<file path="src/hrgb_queue.sv">
// Small register queue between the front and back ends.
`timescale 1ns / 1ps

module hrgb_queue #(
  parameter int WIDTH = 8,
  parameter int DEPTH = 4
) (
  input  logic             clk,
  input  logic             rst,
  input  logic             in_valid,
  output logic             in_ready,
  input  logic [WIDTH-1:0] in_data,
  output logic             out_valid,
  input  logic             out_ready,
  output logic [WIDTH-1:0] out_data
);
  localparam int AW = (DEPTH > 1) ? $clog2(DEPTH) : 1;
  localparam int CW = $clog2(DEPTH + 1);

  logic [WIDTH-1:0] slot [DEPTH];
  logic [AW-1:0]    wr_ptr;
  logic [AW-1:0]    rd_ptr;
  logic [CW-1:0]    count;
  logic             push;
  logic             pop;

  assign in_ready  = (count != CW'(DEPTH));
  assign out_valid = (count != '0);
  assign out_data  = slot[rd_ptr];
  assign push      = in_valid && in_ready;
  assign pop       = out_valid && out_ready;

  always_ff @(posedge clk) begin
    if (rst) begin
      wr_ptr <= '0;
      rd_ptr <= '0;
      count  <= '0;
    end else begin
      if (push) begin
        wr_ptr <= (wr_ptr == AW'(DEPTH - 1)) ? '0 : wr_ptr + AW'(1);
      end
      if (pop) begin
        rd_ptr <= (rd_ptr == AW'(DEPTH - 1)) ? '0 : rd_ptr + AW'(1);
      end
      count <= CW'(count + CW'(push) - CW'(pop));
    end
  end

  always_ff @(posedge clk) begin
    if (push) begin
      slot[wr_ptr] <= in_data;
    end
  end

endmodule

</file>
<file path="config.mk">
export PLATFORM = sky130hd
export DESIGN_NAME = hrgb_queue
export DESIGN_NICKNAME = d
export VERILOG_FILES = /design/src/hrgb_queue.sv
export SDC_FILE = /design/constraint.sdc
export NUM_CORES = 1
export LEC_CHECK = 0
export BUFFER_PORTS_ARGS = -buffer_cell sky130_fd_sc_hd__buf_4
export CAP_MARGIN = 25
export CORE_ASPECT_RATIO = 1.5
export CORE_UTILIZATION = 55
export DETAILED_ROUTE_END_ITERATION = 12
export PLACE_DENSITY = 0.88
export RECOVER_POWER = 25
export SYNTH_ARGS = -nofsm -noshare
export SYNTH_HDL_FRONTEND = slang
export SYNTH_SLANG_ARGS = --single-unit
export TNS_END_PERCENT = 20
</file>
<file path="constraint.sdc">
create_clock -name clk -period 3.3 [get_ports clk]
set_clock_uncertainty 0.1 [all_clocks]
set_input_delay 0.33 -clock clk [delete_from_list [all_inputs] [get_ports clk]]
set_output_delay 0.33 -clock clk [all_outputs]
set_load 0.05 [all_outputs]
</file>
Yosys cells after proc, flatten, opt, wreduce, memory -nomap -nowiden. Memories as Yosys holds them, arrays and structs flattened. A register that Yosys moved wholly into a read port is not among the register bits. Index checks and enable logic that the tools add are counted.

Register bits: 7. Bits of input ports: 12. Bits in writable memories: 32. Memories: 1.

$add $sub $neg: 4. Muxes and demuxes: 6. Equality and inequality tests: 3. Reduce and logical (&&, ||, !) cells: 3.

Memories: slot (words 4, bits a word 8, read ports 1, clocked after Yosys merged registers in 1, write ports 1, RTL line 20) `logic [WIDTH-1:0] slot [DEPTH];`.

Operators by type and width (number): 2-to-1 mux 2 bit (4); adder 2 x 1 -> 2 bit, second input constant (2); == test 2 bit, second input constant (2); adder 3 x 1 -> 3 bit (1); != test 3 bit, second input constant (1); nonzero test 3 bit (1); subtractor 3 x 1 -> 3 bit (1); logical AND 1 bit (2); 2-to-1 mux 1 bit (2).

Logic depth before layout (Yosys ltp). Gate-level depths: netlist of run 1.

Depth in word-level cells: 4. Depth in mapped cells: 11. Gate-level depth less buffers: 10.

Least setup slack after synthesis of run 1. OpenSTA, ideal clock, no wires.

Kind: reg2reg. Start: register count[1]. End: register count[2]. Slack: 897 ps. Clock period less this slack: 2403 ps. Stages on the path, launching flop included: 12. Data arrival time: 2225 ps. Cell sequence: dfxtp_1 -> or3b_1 -> buf_6 -> nand2_1 -> ha_1 -> inv_1 -> ha_1 -> inv_1 -> fa_1 -> xor2_1 -> and2_2 -> nor3_1.

Longest elaborated chain between the ends: 4. Elaborated cells on any way between the ends: 6.

Ends and longest elaborated chain: start: declaration (RTL line 23) `logic [CW-1:0] count;`; start signal: assignment (RTL line 45) `count <= CW'(count + CW'(push) - CW'(pop));`; != test 3 bit (RTL line 27) `assign in_ready = (count != CW'(DEPTH));`; via in_ready (RTL line 11) `output logic in_ready,`; logical AND 1 bit (RTL line 30) `assign push = in_valid && in_ready;`; adder 3 x 1 -> 3 bit (RTL line 45); subtractor 3 x 1 -> 3 bit (RTL line 45).

The timed path passes the listed nets, and every way through them passes these cells. A chain may end at the register's enable or synchronous reset.

Worst setup path in the final report of run 1.
Start: register count[1]. End: register count[2].

Longest elaborated chain between the ends: 4. Elaborated cells on any way between the ends: 6.

Ends and longest elaborated chain (RTL line): != test 3 bit (27); logical AND 1 bit (30); adder 3 x 1 -> 3 bit (45); subtractor 3 x 1 -> 3 bit (*) (45).

Mark *: on every way between the ends. The rest lies on a longest branch, timed or not.

==> results of run 1 <==
==> per-layer routing <==
layer	vias to the layer above	GRT usage (%)	wire length, microns
met4	0	11.4	53
met3	7	5.99	112
li1	393	-	-
met2	22	34.9	1450
met1	412	16.6	890
met5	-	0	0
==> final timing paths <==
kind	from	endpoint	slack, ps	cells past startpoint
min reg2reg	rd_ptr[0]	rd_ptr[0]	410	2
max	count[1]	count[2]	690	10
max reg2reg	count[1]	count[2]	690	10
min	in_data[5]	slot[0][5]	140	1
==> cell usage in the layout, fill, tap and decap left out, drive strengths merged, types with 2 or more instances in the layout <==
cell / n
a211o: 2
and3: 4
buf: 15
clkbuf: 11
clkinv: 2
dfxtp: 9
edfxtp: 32
ha: 7
inv: 5
mux4: 8
nand2: 2
nor2: 3
o21ai: 2
or3: 3
==> stage by stage <==
step,setup slack [ps],cell area (sq um),std cells
after floorplan,897,1630,91
after global placement,862,1810,145
after detailed placement,703,1810,145
after CTS,686,1900,153
after global routing,534,1880,153
final,694,1880,153
==> cells by family (layout without fill, tap and decap cells) <==
group           count (synthesis)  in the layout  synth area share, %
mux                             9              9                 11.6
buf+inv                         9             34                 2.60
simple gates                   17             17                 6.28
xor+xnor                        1              1                0.536
fa+ha+maj                       8              8                 6.59
flops                          41             41                 69.9
compound gates                  6              6                 2.45
==> critical path: cells and delay by family, from the launching register on <==
kind / cells / cell delay (ps)
xor+xnor: 1 / 160
flops: 1 / 370
simple gates: 4 / 1040
buf+inv: 2 / 100
fa+ha+maj: 3 / 730
==> state kept, by name, indices dropped and copies added, names as in the netlist, named ones only <==
| register | flops |
|---|---|
| slot | 32 |
| count | 3 |
| rd_ptr | 2 |
| wr_ptr | 2 |
==> area by class of cell <==
cell class	count	area (sq um)	share of cell area, %
clock inverters	3	17.5	0.933
well taps	37	46.3	2.47
flip-flops and latches	41	1140	60.8
clock buffers	5	68.8	3.67
inverters	5	18.8	1.00
repair buffers	21	135	7.20
multi-input cells	41	449	23.9
==> power by group through the flow <==
stage / clock, mW / combinational [mW] / sequential (mW)
3_5_place_dp: 0 / 0.536 / 0.711
3_3_place_gp: 0 / 0.518 / 0.705
2_1_floorplan: 0 / 0.432 / 0.673
6_report: 0.311 / 0.533 / 0.696
5_1_grt: 0.334 / 0.568 / 0.708
4_1_cts: 0.317 / 0.540 / 0.699
==> flow_metrics.env, run 1 <==
export IMPL_status="finished, final reports clean"
export IMPL_ys_ff_latch=41
export IMPL_min_period_ps=2610
export IMPL_insertion_delay_ps=290
export IMPL_grt_pass1_vias=905
export IMPL_synth_top_area_share_pct=58.9
export IMPL_synthDistinctLibCells=26
export IMPL_vdd_ir_drop_max_mv=0.680
export IMPL_hold_buffers=0
export IMPL_cpPeakStageDelay_ps=520
export IMPL_die_h_microns=68.7
export IMPL_first_iter_violations=18
export IMPL_critPathMaxFanout=8
export IMPL_tightest_slew_ps=511
export IMPL_vias_per_cell=5.45
export IMPL_relSlewSlack_pct=65.9
export IMPL_synth_cells=91
export IMPL_initial_core_util_pct=59.7
export IMPL_cts_setup_buffers=0
export IMPL_power_share_switching_pct=36.1
export IMPL_antenna_found_initial=0
export IMPL_maxCapViolations=0
export IMPL_grt_pass1_wl_microns=3870
export IMPL_yosys_warnings=0
export IMPL_grt_max_degree=14
export IMPL_clock_tree_root_cell="clkbuf_8"
export IMPL_synth_edff_count=32
export IMPL_rsz0062_at_grt="no"
export IMPL_leakage_nw=0.692
export IMPL_clk_pin_slew_worst_paths_ps=70
export IMPL_n_fill_cell=202
export IMPL_htree_levels=2
export IMPL_dp_hpwl_microns=1800
export IMPL_ys_seq_area_share_pct=69.9
export IMPL_async_flop_share_pct=0
export IMPL_vias=834
export IMPL_power_density_nw_per_um2=821
export IMPL_synthesis_area_sq_um=1630
export IMPL_io_buffers=21
export IMPL_finalHoldViolCount=0
export IMPL_gp_congestion=0.624
export IMPL_drive_above_1_share_pct=31.9
export IMPL_grt_use_total_pct=18.9
export IMPL_ios=22
export IMPL_yosysMostFrequentCell="edfxtp_1"
export IMPL_rows=23
export IMPL_fmax_mhz=384
export IMPL_clockBufferDepth=2
export IMPL_required_ps=3410
export IMPL_numClockSinks=41
export IMPL_worstSetupPathType="flip-flop to flip-flop"
export IMPL_fp_dieArea_sq_um=3190
export IMPL_setup_viol=0
export IMPL_avgSynthCellArea_sq_um=17.9
export IMPL_power_frac_comb_pct=34.6
export IMPL_diodes=0
export IMPL_yosys_top_cells_count="32 x edfxtp_1, 9 x dfxtp_1, 8 x mux4_2, 7 x ha_1, 5 x inv_1"
export IMPL_yosys_top_cells_area="edfxtp_1 59%, dfxtp_1 11%, mux4_2 11%, ha_1 5.4%, and3_2 1.8%"
export IMPL_ys_flop_type="edfxtp_1"
export IMPL_startpoint_type="flip-flop"
export IMPL_maxSlewViolCount=0
export IMPL_ant_nets=0
export IMPL_ctsResizeCount=0
export IMPL_wl_per_cell_microns=16.4
export IMPL_crit_chain="or3b_1 > nand2_1 > ha_1 > inv_1 > ha_1 > inv_1 > fa_1 > xor2_1 > and2_2 > nor3_1"
export IMPL_cp_slowest_cell="or3b_1"
export IMPL_cts_buffers=5
export IMPL_dr_pass1_iters=3
export IMPL_worst_setup_path_end_kind="flip-flop"
export IMPL_internal_power_uw=984
export IMPL_utilization_pct=68.6
export IMPL_overflow=0
export IMPL_setup_tns_final_ps=0
export IMPL_power_mw=1.54
export IMPL_drc=0
export IMPL_min_path_type="input pin to flip-flop"
export IMPL_switchingPower_uw=556
export IMPL_period_share_pct=79.0
export IMPL_cts_tree="yes"
export IMPL_whs_ps=143
export IMPL_p_seq_share_pct=45.2
export IMPL_clockPowerShare_pct=20.2
export IMPL_die_x_microns=46.5
export IMPL_wirelength_microns=2500
export IMPL_coreArea_sq_um=2730
export IMPL_area_delta_synth_final_pct=14.9
export IMPL_synth_nets=111
export IMPL_crit_arrival_ps=2720
export IMPL_final_nets=135
export IMPL_yosys_area_top_type="edfxtp_1"
Power figures use the tool's default switching activity.
==> run 2, diff against run 1 <==
==> constraint.sdc (replaced) <==
create_clock -name clk -period 2.4 [get_ports clk]
set_clock_uncertainty 0.1 [all_clocks]
set_input_delay 0.24 -clock clk [delete_from_list [all_inputs] [get_ports clk]]
set_output_delay 0.24 -clock clk [all_outputs]
set_load 0.05 [all_outputs]
==> flow_metrics.env, run 2 (synthesis results as in run 1) <==
export IMPL_leakage_nw=0.714
export IMPL_wl_per_cell_microns=17.7
export IMPL_min_path_type="input pin to flip-flop"
export IMPL_layout_setup_ws_ps=101
export IMPL_cts_buffers=5
export IMPL_place_inst=147
export IMPL_setup_viol=0
export IMPL_grt_pass1_vias=922
export IMPL_utilization_pct=71.3
export IMPL_overflow=0
export IMPL_min_period_ps=2300
export IMPL_insertion_delay_ps=290
export IMPL_area_delta_synth_final_pct=19.3
export IMPL_coreArea_sq_um=2730
export IMPL_crit_arrival_ps=2410
export IMPL_initial_core_util_pct=59.7
export IMPL_crit_family="simple AND/OR/NAND/NOR gates"
export IMPL_design_area_sq_um=1950
export IMPL_worstSetupPathType="flip-flop to flip-flop"
export IMPL_fmax_mhz=435
export IMPL_cp_slowest_cell="fa_2"
export IMPL_first_iter_violations=27
export IMPL_rows=23
export IMPL_clockBufferDepth=2
export IMPL_largest_reg_flops=32
export IMPL_vias=842
export IMPL_whs_ps=55.2
export IMPL_finalHoldViolCount=0
export IMPL_power_mw=2.22
export IMPL_critPathMaxFanout=5
export IMPL_startpoint_type="flip-flop"
export IMPL_clock_tree_root_cell="clkbuf_8"
export IMPL_vdd_ir_drop_max_mv=0.641
export IMPL_crit_chain="or3b_4 > nand2_4 > ha_4 > inv_2 > ha_1 > inv_1 > fa_2 > xor2_2 > and2_2 > nor3_2"
export IMPL_ios=22
export IMPL_worst_setup_path_end_kind="flip-flop"
export IMPL_place_area_sq_um=1830
export IMPL_antenna_found_initial=0
export IMPL_final_nets=138
export IMPL_io_buffers=21
export IMPL_setup_tns_final_ps=0
export IMPL_grt_use_total_pct=20.7
export IMPL_finalNonFillerCells=156
export IMPL_maxCapViolations=0
export IMPL_final_common_cell="edfxtp_1"
export IMPL_power_density_nw_per_um2=1140
export IMPL_cts_tree="yes"
export IMPL_place_ws_ps=-5.92
export IMPL_grt_max_degree=13
export IMPL_die_h_microns=68.7
export IMPL_gp_congestion=0.637
export IMPL_regMostFlops="slot"
export IMPL_drive_above_1_share_pct=41.2
export IMPL_diodes=0
export IMPL_drc=0
export IMPL_fp_dieArea_sq_um=3190
export IMPL_relSlewSlack_pct=64.8
export IMPL_maxSlewViolCount=0
export IMPL_required_ps=2520
export IMPL_wirelength_microns=2760
export IMPL_ant_nets=0
export IMPL_vias_per_cell=5.40
export IMPL_numClockSinks=41
export IMPL_cpPeakStageDelay_ps=400
export IMPL_status="finished, final reports clean"
export IMPL_tightest_slew_ps=527
export IMPL_critPathBufInv=2
export IMPL_htree_levels=2
export IMPL_period_share_pct=95.8
export IMPL_die_x_microns=46.5
export IMPL_mostFrequentLayoutCells="32 x edfxtp_1, 18 x buf_4, 8 x mux4_2"
export IMPL_grt_pass1_wl_microns=4150
export IMPL_dr_pass1_iters=4
export IMPL_largest_registers="slot (32), count (3)"
export IMPL_clk_pin_slew_worst_paths_ps=70
## run 2: final timing paths
| path | cells past startpoint | endpoint | startpoint | slack (ps) |
|---|---|---|---|---|
| max | 10 | count[2] | count[1] | 100 |
| min | 1 | slot[3][1] | in_data[1] | 60 |
| max reg2reg | 10 | count[2] | count[1] | 100 |
| min reg2reg | 2 | rd_ptr[0] | rd_ptr[0] | 450 |
## run 2: final cells by class
type	count	area, sq um
well taps	37	46.3
repair buffers	24	158
clock inverters	2	8.76
fillers	174	786
flip-flops and latches	41	1150
clock buffers	6	82.6
multi-input cells	41	487
inverters	5	18.8
## run 2: metal layers
| metal | vias up | track usage, % | share of wire, % | routed length, microns |
|---|---|---|---|---|
| li1 | 400 | - | - | - |
| met1 | 406 | 17.6 | 35 | 975 |
| met2 | 30 | 38.7 | 57 | 1570 |
| met3 | 6 | 7.29 | 5.4 | 149 |
| met4 | 0 | 11.8 | 2.2 | 61 |
| met5 | - | 0 | 0 | 0 |
## run 2: worst reg2reg max path, cell delays in order (launching register included)
cell	delay, ps
dfxtp_4	370
or3b_4	390
nand2_4	80
ha_4	200
inv_2	50
ha_1	120
inv_1	60
fa_2	400
xor2_2	160
and2_2	200
nor3_2	90
## run 2: power by group
group	leakage (nW)	total, mW	switching, mW	internal (mW)
logic	0.298	0.802	0.480	0.322
clock network	0.0486	0.447	0.219	0.228
registers	0.368	0.970	0.0875	0.883
total	0.714	2.22	0.786	1.43
## run 2: what timing repair did
action                                  CTS  global route
hold buffers                              0             0
hold endpoints to repair                  0             0
pin swaps                                 0             3
endpoints found under the setup margin    1             1
cloned                                    0             0
setup buffers                             0             1
gates resized for setup                   3             8
