[src/hrgb_pkg.sv]
// Shared widths, constants, sector codes and the divide-by-all-ones helper.
`timescale 1ns / 1ps

package hrgb_pkg;

  localparam int HUE_W  = 13;
  localparam int IN_W   = 16;
  localparam int DUTY_W = 16;
  localparam int REM_W  = 10;

  localparam logic [HUE_W-1:0]  HUE_FULL     = 13'd5760;
  localparam logic [HUE_W-1:0]  HUE_SECTOR   = 13'd960;
  localparam logic [DUTY_W-1:0] PERIOD_RESET = 16'd5000;

  // 60-degree sectors, in hue order
  typedef enum logic [2:0] {
    SECT_RY = 3'd0,
    SECT_YG = 3'd1,
    SECT_GC = 3'd2,
    SECT_CB = 3'd3,
    SECT_BM = 3'd4,
    SECT_MR = 3'd5
  } sector_t;

  // floor(y / (2^k - 1)) by folding the high digit onto the low one.
  // Four folds bring any operand used here down to at most twice the divisor.
  function automatic logic [47:0] div_ones(input logic [47:0] y, input int unsigned k);
    logic [47:0] acc;
    logic [47:0] quo;
    logic [47:0] one;
    one = (48'd1 << k) - 48'd1;
    acc = y;
    quo = '0;
    for (int i = 0; i < 4; i++) begin
      quo = quo + (acc >> k);
      acc = (acc >> k) + (acc & one);
    end
    if (acc >= (one << 1)) begin
      quo = quo + 48'd2;
    end else if (acc >= one) begin
      quo = quo + 48'd1;
    end
    return quo;
  endfunction

endpackage

[src/hrgb_ifs.sv]
// Valid/ready channel interfaces: color in, duty out, period write.
`timescale 1ns / 1ps

interface hrgb_color_if;
  import hrgb_pkg::*;
  logic              valid;
  logic              ready;
  logic [HUE_W-1:0]  hue;
  logic [IN_W-1:0]   saturation;
  logic [IN_W-1:0]   brightness;
  modport source (output valid, hue, saturation, brightness, input ready);
  modport sink   (input valid, hue, saturation, brightness, output ready);
endinterface


[src/hrgb_front.sv]
// Front end: out-of-range hue forced to zero, sector split and input rescale into one queue word.
`timescale 1ns / 1ps

module hrgb_front #(
  parameter int FRACTION_BITS = 16
) (
  hrgb_color_if.sink color,
  output logic                                  word_valid,
  input  logic                                  word_ready,
  output logic [1+3+hrgb_pkg::REM_W+2*FRACTION_BITS-1:0] word
);
  import hrgb_pkg::*;

  localparam int F = FRACTION_BITS;

  logic [HUE_W-1:0] hue_n;
  logic [HUE_W-1:0] base;
  sector_t          sector;
  logic [REM_W-1:0] rem;
  logic [47:0]      sat_scaled;
  logic [47:0]      bri_scaled;
  logic [47:0]      sat_q;
  logic [47:0]      bri_q;
  logic [F-1:0]     sat_f;
  logic [F-1:0]     bri_f;
  logic             grey;

  assign word_valid  = color.valid;
  assign color.ready = word_ready;

  always_comb begin
    hue_n = (color.hue >= HUE_FULL) ? '0 : color.hue;
    if (hue_n >= HUE_W'(5 * HUE_SECTOR)) begin
      sector = SECT_MR;
      base   = HUE_W'(5 * HUE_SECTOR);
    end else if (hue_n >= HUE_W'(4 * HUE_SECTOR)) begin
      sector = SECT_BM;
      base   = HUE_W'(4 * HUE_SECTOR);
    end else if (hue_n >= HUE_W'(3 * HUE_SECTOR)) begin
      sector = SECT_CB;
      base   = HUE_W'(3 * HUE_SECTOR);
    end else if (hue_n >= HUE_W'(2 * HUE_SECTOR)) begin
      sector = SECT_GC;
      base   = HUE_W'(2 * HUE_SECTOR);
    end else if (hue_n >= HUE_SECTOR) begin
      sector = SECT_YG;
      base   = HUE_SECTOR;
    end else begin
      sector = SECT_RY;
      base   = '0;
    end
    rem = REM_W'(hue_n - base);
  end

  // x * (2^F - 1) / 65535, the multiply done as shift and subtract
  assign sat_scaled = ({32'd0, color.saturation} << F) - {32'd0, color.saturation};
  assign bri_scaled = ({32'd0, color.brightness} << F) - {32'd0, color.brightness};
  assign sat_q      = div_ones(sat_scaled, IN_W);
  assign bri_q      = div_ones(bri_scaled, IN_W);
  assign sat_f      = sat_q[F-1:0];
  assign bri_f      = bri_q[F-1:0];
  assign grey       = (sat_f == '0);

  assign word = {grey, sector, rem, sat_f, bri_f};

endmodule

[src/flat_wrapper.sv]
// flat-port wrapper written by rule: the top's interface ports become plain ports
module hrgb_front_flat import hrgb_pkg::*;
#(
  parameter int FRACTION_BITS = 16
)
  (word_valid, word_ready, word, color_valid, color_hue, color_saturation, color_brightness, color_ready);
  hrgb_color_if color_i ();
  output logic word_valid;
  input  logic word_ready;
  output logic [1+3+hrgb_pkg::REM_W+2*FRACTION_BITS-1:0] word;
  input wire logic [$bits(color_i.valid)-1:0] color_valid;
  input wire logic [$bits(color_i.hue)-1:0] color_hue;
  input wire logic [$bits(color_i.saturation)-1:0] color_saturation;
  input wire logic [$bits(color_i.brightness)-1:0] color_brightness;
  output wire logic [$bits(color_i.ready)-1:0] color_ready;
  assign color_i.valid = color_valid;
  assign color_i.hue = color_hue;
  assign color_i.saturation = color_saturation;
  assign color_i.brightness = color_brightness;
  assign color_ready = color_i.ready;
  hrgb_front #(.FRACTION_BITS(FRACTION_BITS)) u_core (.color(color_i), .word_valid(word_valid), .word_ready(word_ready), .word(word));
endmodule
[config.mk]
export PLATFORM = sky130hd
export DESIGN_NAME = hrgb_front_flat
export DESIGN_NICKNAME = d
export VERILOG_FILES = /design/src/hrgb_pkg.sv /design/src/hrgb_ifs.sv /design/src/hrgb_front.sv /design/src/flat_wrapper.sv
export SDC_FILE = /design/constraint.sdc
export NUM_CORES = 1
export LEC_CHECK = 0
export ABC_CLOCK_PERIOD_IN_PS = 17310
export BUFFER_PORTS_ARGS = -buffer_cell sky130_fd_sc_hd__buf_2
export CAP_MARGIN = 5
export CORE_ASPECT_RATIO = 1.1
export CORE_MARGIN = 2
export CORE_UTILIZATION = 50
export DETAILED_ROUTE_END_ITERATION = 12
export PLACE_DENSITY = 0.79
export SKIP_LAST_GASP = 1
export SYNTH_ARGS = -nofsm -noshare
export SYNTH_HDL_FRONTEND = slang
export SYNTH_SLANG_ARGS = --single-unit
[constraint.sdc]
create_clock -name vclk -period 17.31
set_clock_uncertainty 0.1 [all_clocks]
set_input_delay 2.5965 -clock vclk [all_inputs]
set_output_delay 2.5965 -clock vclk [all_outputs]
set_load 0.1 [all_outputs]
* Word-level counts from Yosys, hierarchy flattened *
Cells that the tools add are included.

storage, ports and cells
  input port bits = 47
  output and inout port bits = 48
  bits in registers = 0

cells by class
  magnitude comparators = 10
  multiplexer cells = 15
  add/sub/neg operators = 21
  reductions and logical operators = 1

operator list
  cell                     count
  $add A17 B16 Y18         6
  $add A16 B16 Y16         6
  $ge A48 B16 Y1 const B   2
  $ge A48 B17 Y1 const B   2
  $add A32 B16 Y33         2
  $sub A32 B16 Y33         2
  $mux W16                 4
  $mux W10                 5
  $add A16 B1 Y16 const B  2
  $add A16 B2 Y16 const B  2
  $ge A13 B12 Y1 const B   2
  $ge A13 B13 Y1 const B   2
  $logic_not A16 Y1        1
  $ge A13 B10 Y1 const B   1
  $ge A13 B11 Y1 const B   1
  $mux W13                 1
  $sub A10 B10 Y10         1
  $mux W3                  2
  $mux W2                  2
  $mux W1                  1

* Longest topological paths before layout *
  depth in word-level cells = 9
  mapped depth = 58

* Worst setup path before layout *
OpenSTA, ideal clock, no wires.

  path kind = input port to output port
  start point = input color_saturation[3]
  end point = output word[45] in the netlist's numbering
  buffers on the path = 2
  path slack = -0.316 ns
  data arrival time = 14.929 ns
  stages = 58
  cell sequence = nor2_1 -> nand3_1 -> or3_1 -> or3_1 -> nand2b_1 -> nor2_1 -> nor2_1 -> xnor2_1 -> inv_1 -> fa_1 -> nor2b_1 -> o21ai_0 -> a21boi_0 -> o21ai_0 -> a21boi_0 -> o21ai_0 -> a21boi_0 -> o21ai_0 -> [22 not listed] -> fa_1 -> inv_1 -> ha_1 -> fa_1 -> a21o_1 -> a21oi_1 -> o21bai_1 -> a21oi_1 -> xnor2_1 -> and4_1 -> clkbuf_1 -> nand2_1 -> nor3_1 -> o211ai_1 -> xnor2_1 -> nor4_1 -> and3_1 -> buf_4

between the ends
  word-level cells in the longest chain between the ends = 9
  elaborated cells between the ends (all ways) = 15
  those cells by class = 10 x add/sub; 2 x order compare; 2 x mux; 1 x reduce/logical

RTL lines
  element                                                             line                            RTL
  start: declaration                                                  flat_wrapper.sv:13              input wire logic [$bits(color_i.saturation)-1:0] color_saturation;
  $sub A32 B16 Y33 *                                                  hrgb_front.sv:56                assign sat_scaled = ({32'd0, color.saturation} << F) - {32'd0, color.saturation};
  $add A32 B16 Y33                                                    hrgb_pkg.sv:36                  acc = (acc >> k) + (acc & one);
  $add A17 B16 Y18 or $add A16 B16 Y16 (tied branches) (3 in series)  hrgb_pkg.sv:36, hrgb_pkg.sv:35
  $ge A48 B16 Y1 or $add A16 B1 Y16 (tied branches)                   hrgb_pkg.sv:40, hrgb_pkg.sv:41
  $mux W16                                                            hrgb_pkg.sv:40                  end else if (acc >= one) begin
  $mux W16 *                                                          hrgb_pkg.sv:38                  if (acc >= (one << 1)) begin
  named net word (one bit)                                            flat_wrapper.sv:10              output logic [1+3+hrgb_pkg::REM_W+2*FRACTION_BITS-1:0] word;
  $logic_not A16 Y1 *                                                 hrgb_front.sv:62                assign grey = (sat_f == '0);
  end: declaration                                                    flat_wrapper.sv:10

The timed path passes the listed nets; every way through them passes the cells marked *.

* Worst setup path in the final report *
  start point = input color_brightness[0]
  end point = output word[15] in the netlist's numbering

between the ends
  word-level cells in the longest chain between the ends = 8
  elaborated cells between the ends (all ways) = 14
  those cells by class = 10 x add/sub; 2 x order compare; 2 x mux

RTL lines
  element                                                             line                            RTL
  start: declaration                                                  flat_wrapper.sv:14              input wire logic [$bits(color_i.brightness)-1:0] color_brightness;
  $sub A32 B16 Y33 *                                                  hrgb_front.sv:57                assign bri_scaled = ({32'd0, color.brightness} << F) - {32'd0, color.brightness};
  $add A32 B16 Y33                                                    hrgb_pkg.sv:36
  $add A17 B16 Y18 or $add A16 B16 Y16 (tied branches) (3 in series)  hrgb_pkg.sv:36, hrgb_pkg.sv:35
  $ge A48 B16 Y1 or $add A16 B1 Y16 (tied branches)                   hrgb_pkg.sv:40, hrgb_pkg.sv:41
  $mux W16                                                            hrgb_pkg.sv:40
  $mux W16 *                                                          hrgb_pkg.sv:38

Every way passes the cells marked *; elsewhere a longest branch is shown, timed or not.

==> metrics.log <==
INFO  metric outcome = completed
INFO  metric initial_core_utilization = ~51%
INFO  metric global_route.usage.total = 24.0%
INFO  metric finalWirelength = 20700 um
INFO  metric finalHoldViolCount = 0
INFO  metric floorplan.die.width = ~120 um
INFO  metric grt_remaining_overflow = 0
INFO  metric drv_slew = 0
INFO  metric crit_fanout = 5
INFO  metric dr_total_vias = approximately 8400
INFO  metric num-clock-buffers = 0
INFO  metric maxSlewHeadroom = 41.6%
INFO  metric register_area = 0 sq um
INFO  metric vias_in_the_first_global_route = about 7900
INFO  metric core_area = 15000 sq um
INFO  metric worst_ep_required_time = 14.61 ns
INFO  metric power_switching_share = 65.0%
INFO  metric tcrit_tclk_final = 96.9%
INFO  metric final.setup.tns = 0 ns
INFO  metric combinationalPowerShare = 100.0%
INFO  metric setup_ws = 0.539 ns
INFO  metric drt_drc_violations_left = 0
INFO  metric hpwl_reported_at_the_end_of_detailed_placement = 17000 um
INFO  metric synthToLayoutAreaGrowth = 23.8%
INFO  metric ys_warn_count = 0
INFO  metric power.static_leakage = 4.38 nW
INFO  metric fin_worst_hold_slack = 5.09 ns
INFO  metric rsz0062_at_grt = yes
INFO  metric sequential_cell_total = 0
INFO  metric p_switching = around 650 uW
INFO  metric gpl.final_weighted_congestion = slightly below 1
INFO  metric antenna_violations_before_repair = 2
INFO  metric period_minus_slack = ~17 ns
INFO  metric internal-power = 353 uW
INFO  metric crit_top_cell = sky130_fd_sc_hd__a21oi_2
INFO  metric syn-instance-count = 1046
INFO  metric die_height = 134 um
INFO  metric grt_pass1_wl = ~34000 um
INFO  metric drv_cap = 0
INFO  metric std_cell_rows = 47
INFO  metric portBuffers = approximately 90
INFO  metric power_density = between 100 and 150 nW/um^2
INFO  metric commonest_non_fill_non_tap_cells_in_the_layout = sky130_fd_sc_hd__ha_1 (136), sky130_fd_sc_hd__xnor2_1 (102), sky130_fd_sc_hd__buf_2 (76), sky130_fd_sc_hd__nor2_1 (72), sky130_fd_sc_hd__buf_4 (72)
INFO  metric timing.setup.critical_path_class = input pin to output pin
INFO  metric antenna_left = 0
INFO  metric netlist_area = roughly 7600 sq um
INFO  metric num-nets-final = 1451
INFO  metric achievable-frequency = ~60 MHz
INFO  metric tightest_slew = ~0.87 ns
INFO  metric slowest_delay = 0.45 ns
INFO  metric crit_path_top_delay_cell = sky130_fd_sc_hd__fa_1
INFO  metric layout.cells.most_common = sky130_fd_sc_hd__ha_1
INFO  metric design.portCount = 95
INFO  metric data_arrival_time_of_the_critical_path = 14.07 ns
INFO  metric drt_iter0_drc = 430
INFO  metric cp-end-kind = output pin
INFO  metric vias_per_cell = 5.77
INFO  metric cts_hold_repair.buffers = 0
INFO  metric crit_path_start_kind = input pin
INFO  metric yosysUniqueCellTypes = 77
INFO  metric synthesis.area_per_instance = 7.31 sq um
INFO  metric fp.dieArea = 16300 sq um
INFO  metric power_frac_seq = 0%
INFO  metric synth_sequential_area_ratio = 0%
INFO  metric dr_wl_cell = 14.3 um
INFO  metric dr.pass1.iters = 5
INFO  metric clock_power_share = 0%
INFO  metric final-setup-viol-count = 0
INFO  metric ir_worst_vdd = 0.168 mV
INFO  metric multi_input_area = 7760 sq um
INFO  metric grt_start_max_net_pins = 16
INFO  metric place_worst_setup_slack = -0.124 ns
INFO  metric timing.hold.worst.class = input pin to output pin
INFO  metric drive_above_1_share = 18.9%
INFO  metric final.fill_count = 1332
power by group through the flow:
stage | Clock, mW | Sequential, mW | Combinational [mW]
finish | 0.0000000155 | 0 | 1.01
detailed placement | 0 | 0 | 0.953
global placement | 0 | 0 | 0.940
global route | 0 | 0 | 1.08
floorplan | 0 | 0 | 0.749
CTS | 0 | 0 | 0.967
what timing repair did:
action / 4_1_cts / 5_1_grt
setup endpoints to repair: 3 / 31
pin swaps: 1 / 19
buffers inserted: 16 / 5
gates resized for setup: 2 / 49
routing by layer:
metal	track usage [%]	part of all wire, %	up-vias
li1	-	-	4257
met1	31.9	47	3822
met2	42.3	48	241
met3	1.76	3.5	44
met4	5.24	1.6	2
met5	0	0.034	-
synthesized netlist by cell type, types with 8 or more instances:
library cell	instances	area share, %
sky130_fd_sc_hd__a21oi_1	63	4.1
sky130_fd_sc_hd__or3_1	20	1.6
sky130_fd_sc_hd__nor3_1	25	1.6
sky130_fd_sc_hd__clkbuf_1	9	0.44
sky130_fd_sc_hd__o211ai_1	12	1.2
sky130_fd_sc_hd__xnor2_1	106	12
sky130_fd_sc_hd__inv_1	58	2.8
sky130_fd_sc_hd__nor2b_1	11	0.90
sky130_fd_sc_hd__ha_1	140	23
sky130_fd_sc_hd__and4_1	8	0.92
sky130_fd_sc_hd__fa_1	11	2.9
sky130_fd_sc_hd__and3_1	22	1.8
sky130_fd_sc_hd__and2_1	37	3.0
sky130_fd_sc_hd__o31ai_1	10	0.98
sky130_fd_sc_hd__o21a_1	12	1.2
sky130_fd_sc_hd__a31oi_1	15	1.2
sky130_fd_sc_hd__o21bai_1	14	1.4
sky130_fd_sc_hd__nand2b_1	13	1.1
sky130_fd_sc_hd__nand3_1	30	2.0
sky130_fd_sc_hd__nand4_1	16	1.3
sky130_fd_sc_hd__o21ai_0	69	4.5
sky130_fd_sc_hd__nand2_1	60	2.9
sky130_fd_sc_hd__a21o_1	23	2.3
sky130_fd_sc_hd__nor4_1	10	0.82
sky130_fd_sc_hd__nor2_1	75	3.7
sky130_fd_sc_hd__or2_2	11	0.90
sky130_fd_sc_hd__xor2_1	44	5.0
logic make-up (layout without fill, tap and decap cells):
kind of cell,Yosys count,in the layout,synth area share [%]
AOI/OAI and AO/OA,288,288,25.2
muxes,10,10,1.38
xor gates and xnor gates,150,150,17.2
and+or+nand+nor,372,372,26.5
buffers and inverters,73,221,3.86
adders and majority gates,151,151,25.8
other,2,61,0.0983
final timing paths:
path | startpoint | end | slack [ns] | depth (start not counted)
min | color_valid | word_valid | 5.09 | 0
max | color_brightness[0] | word[15] | 0.54 | 55
area by class of cell:
type	count	area share (%)
Inverter	58	2.30
Antenna cell	2	0.0529
Multi-Input combinational cell	1030	82.0
Timing Repair Buffer	163	13.0
Tap cell	196	2.59
stage by stage:
stage / power [mW] / instance area (sq um) / utilization, % / cells
floorplan: 0.749 / 7870 / - / 1103
detailed placement: 0.953 / 9100 / 60.7 / 1426
global route: 1.08 / 9460 / 63.1 / 1447
CTS: 0.967 / 9230 / 61.5 / 1442
global placement: 0.940 / 9100 / 60.7 / 1426
finish: 1.01 / 9460 / 63.1 / 1449
critical path, delay by kind of cell:
kind | cells | cell delay [ns]
simple gates | 17 | 3.41
compound gates | 24 | 4.27
fa+ha+maj | 8 | 2.69
xor+xnor | 4 | 0.61
buf+inv | 2 | 0.48
Note: power is estimated with default switching activity, not from simulation.
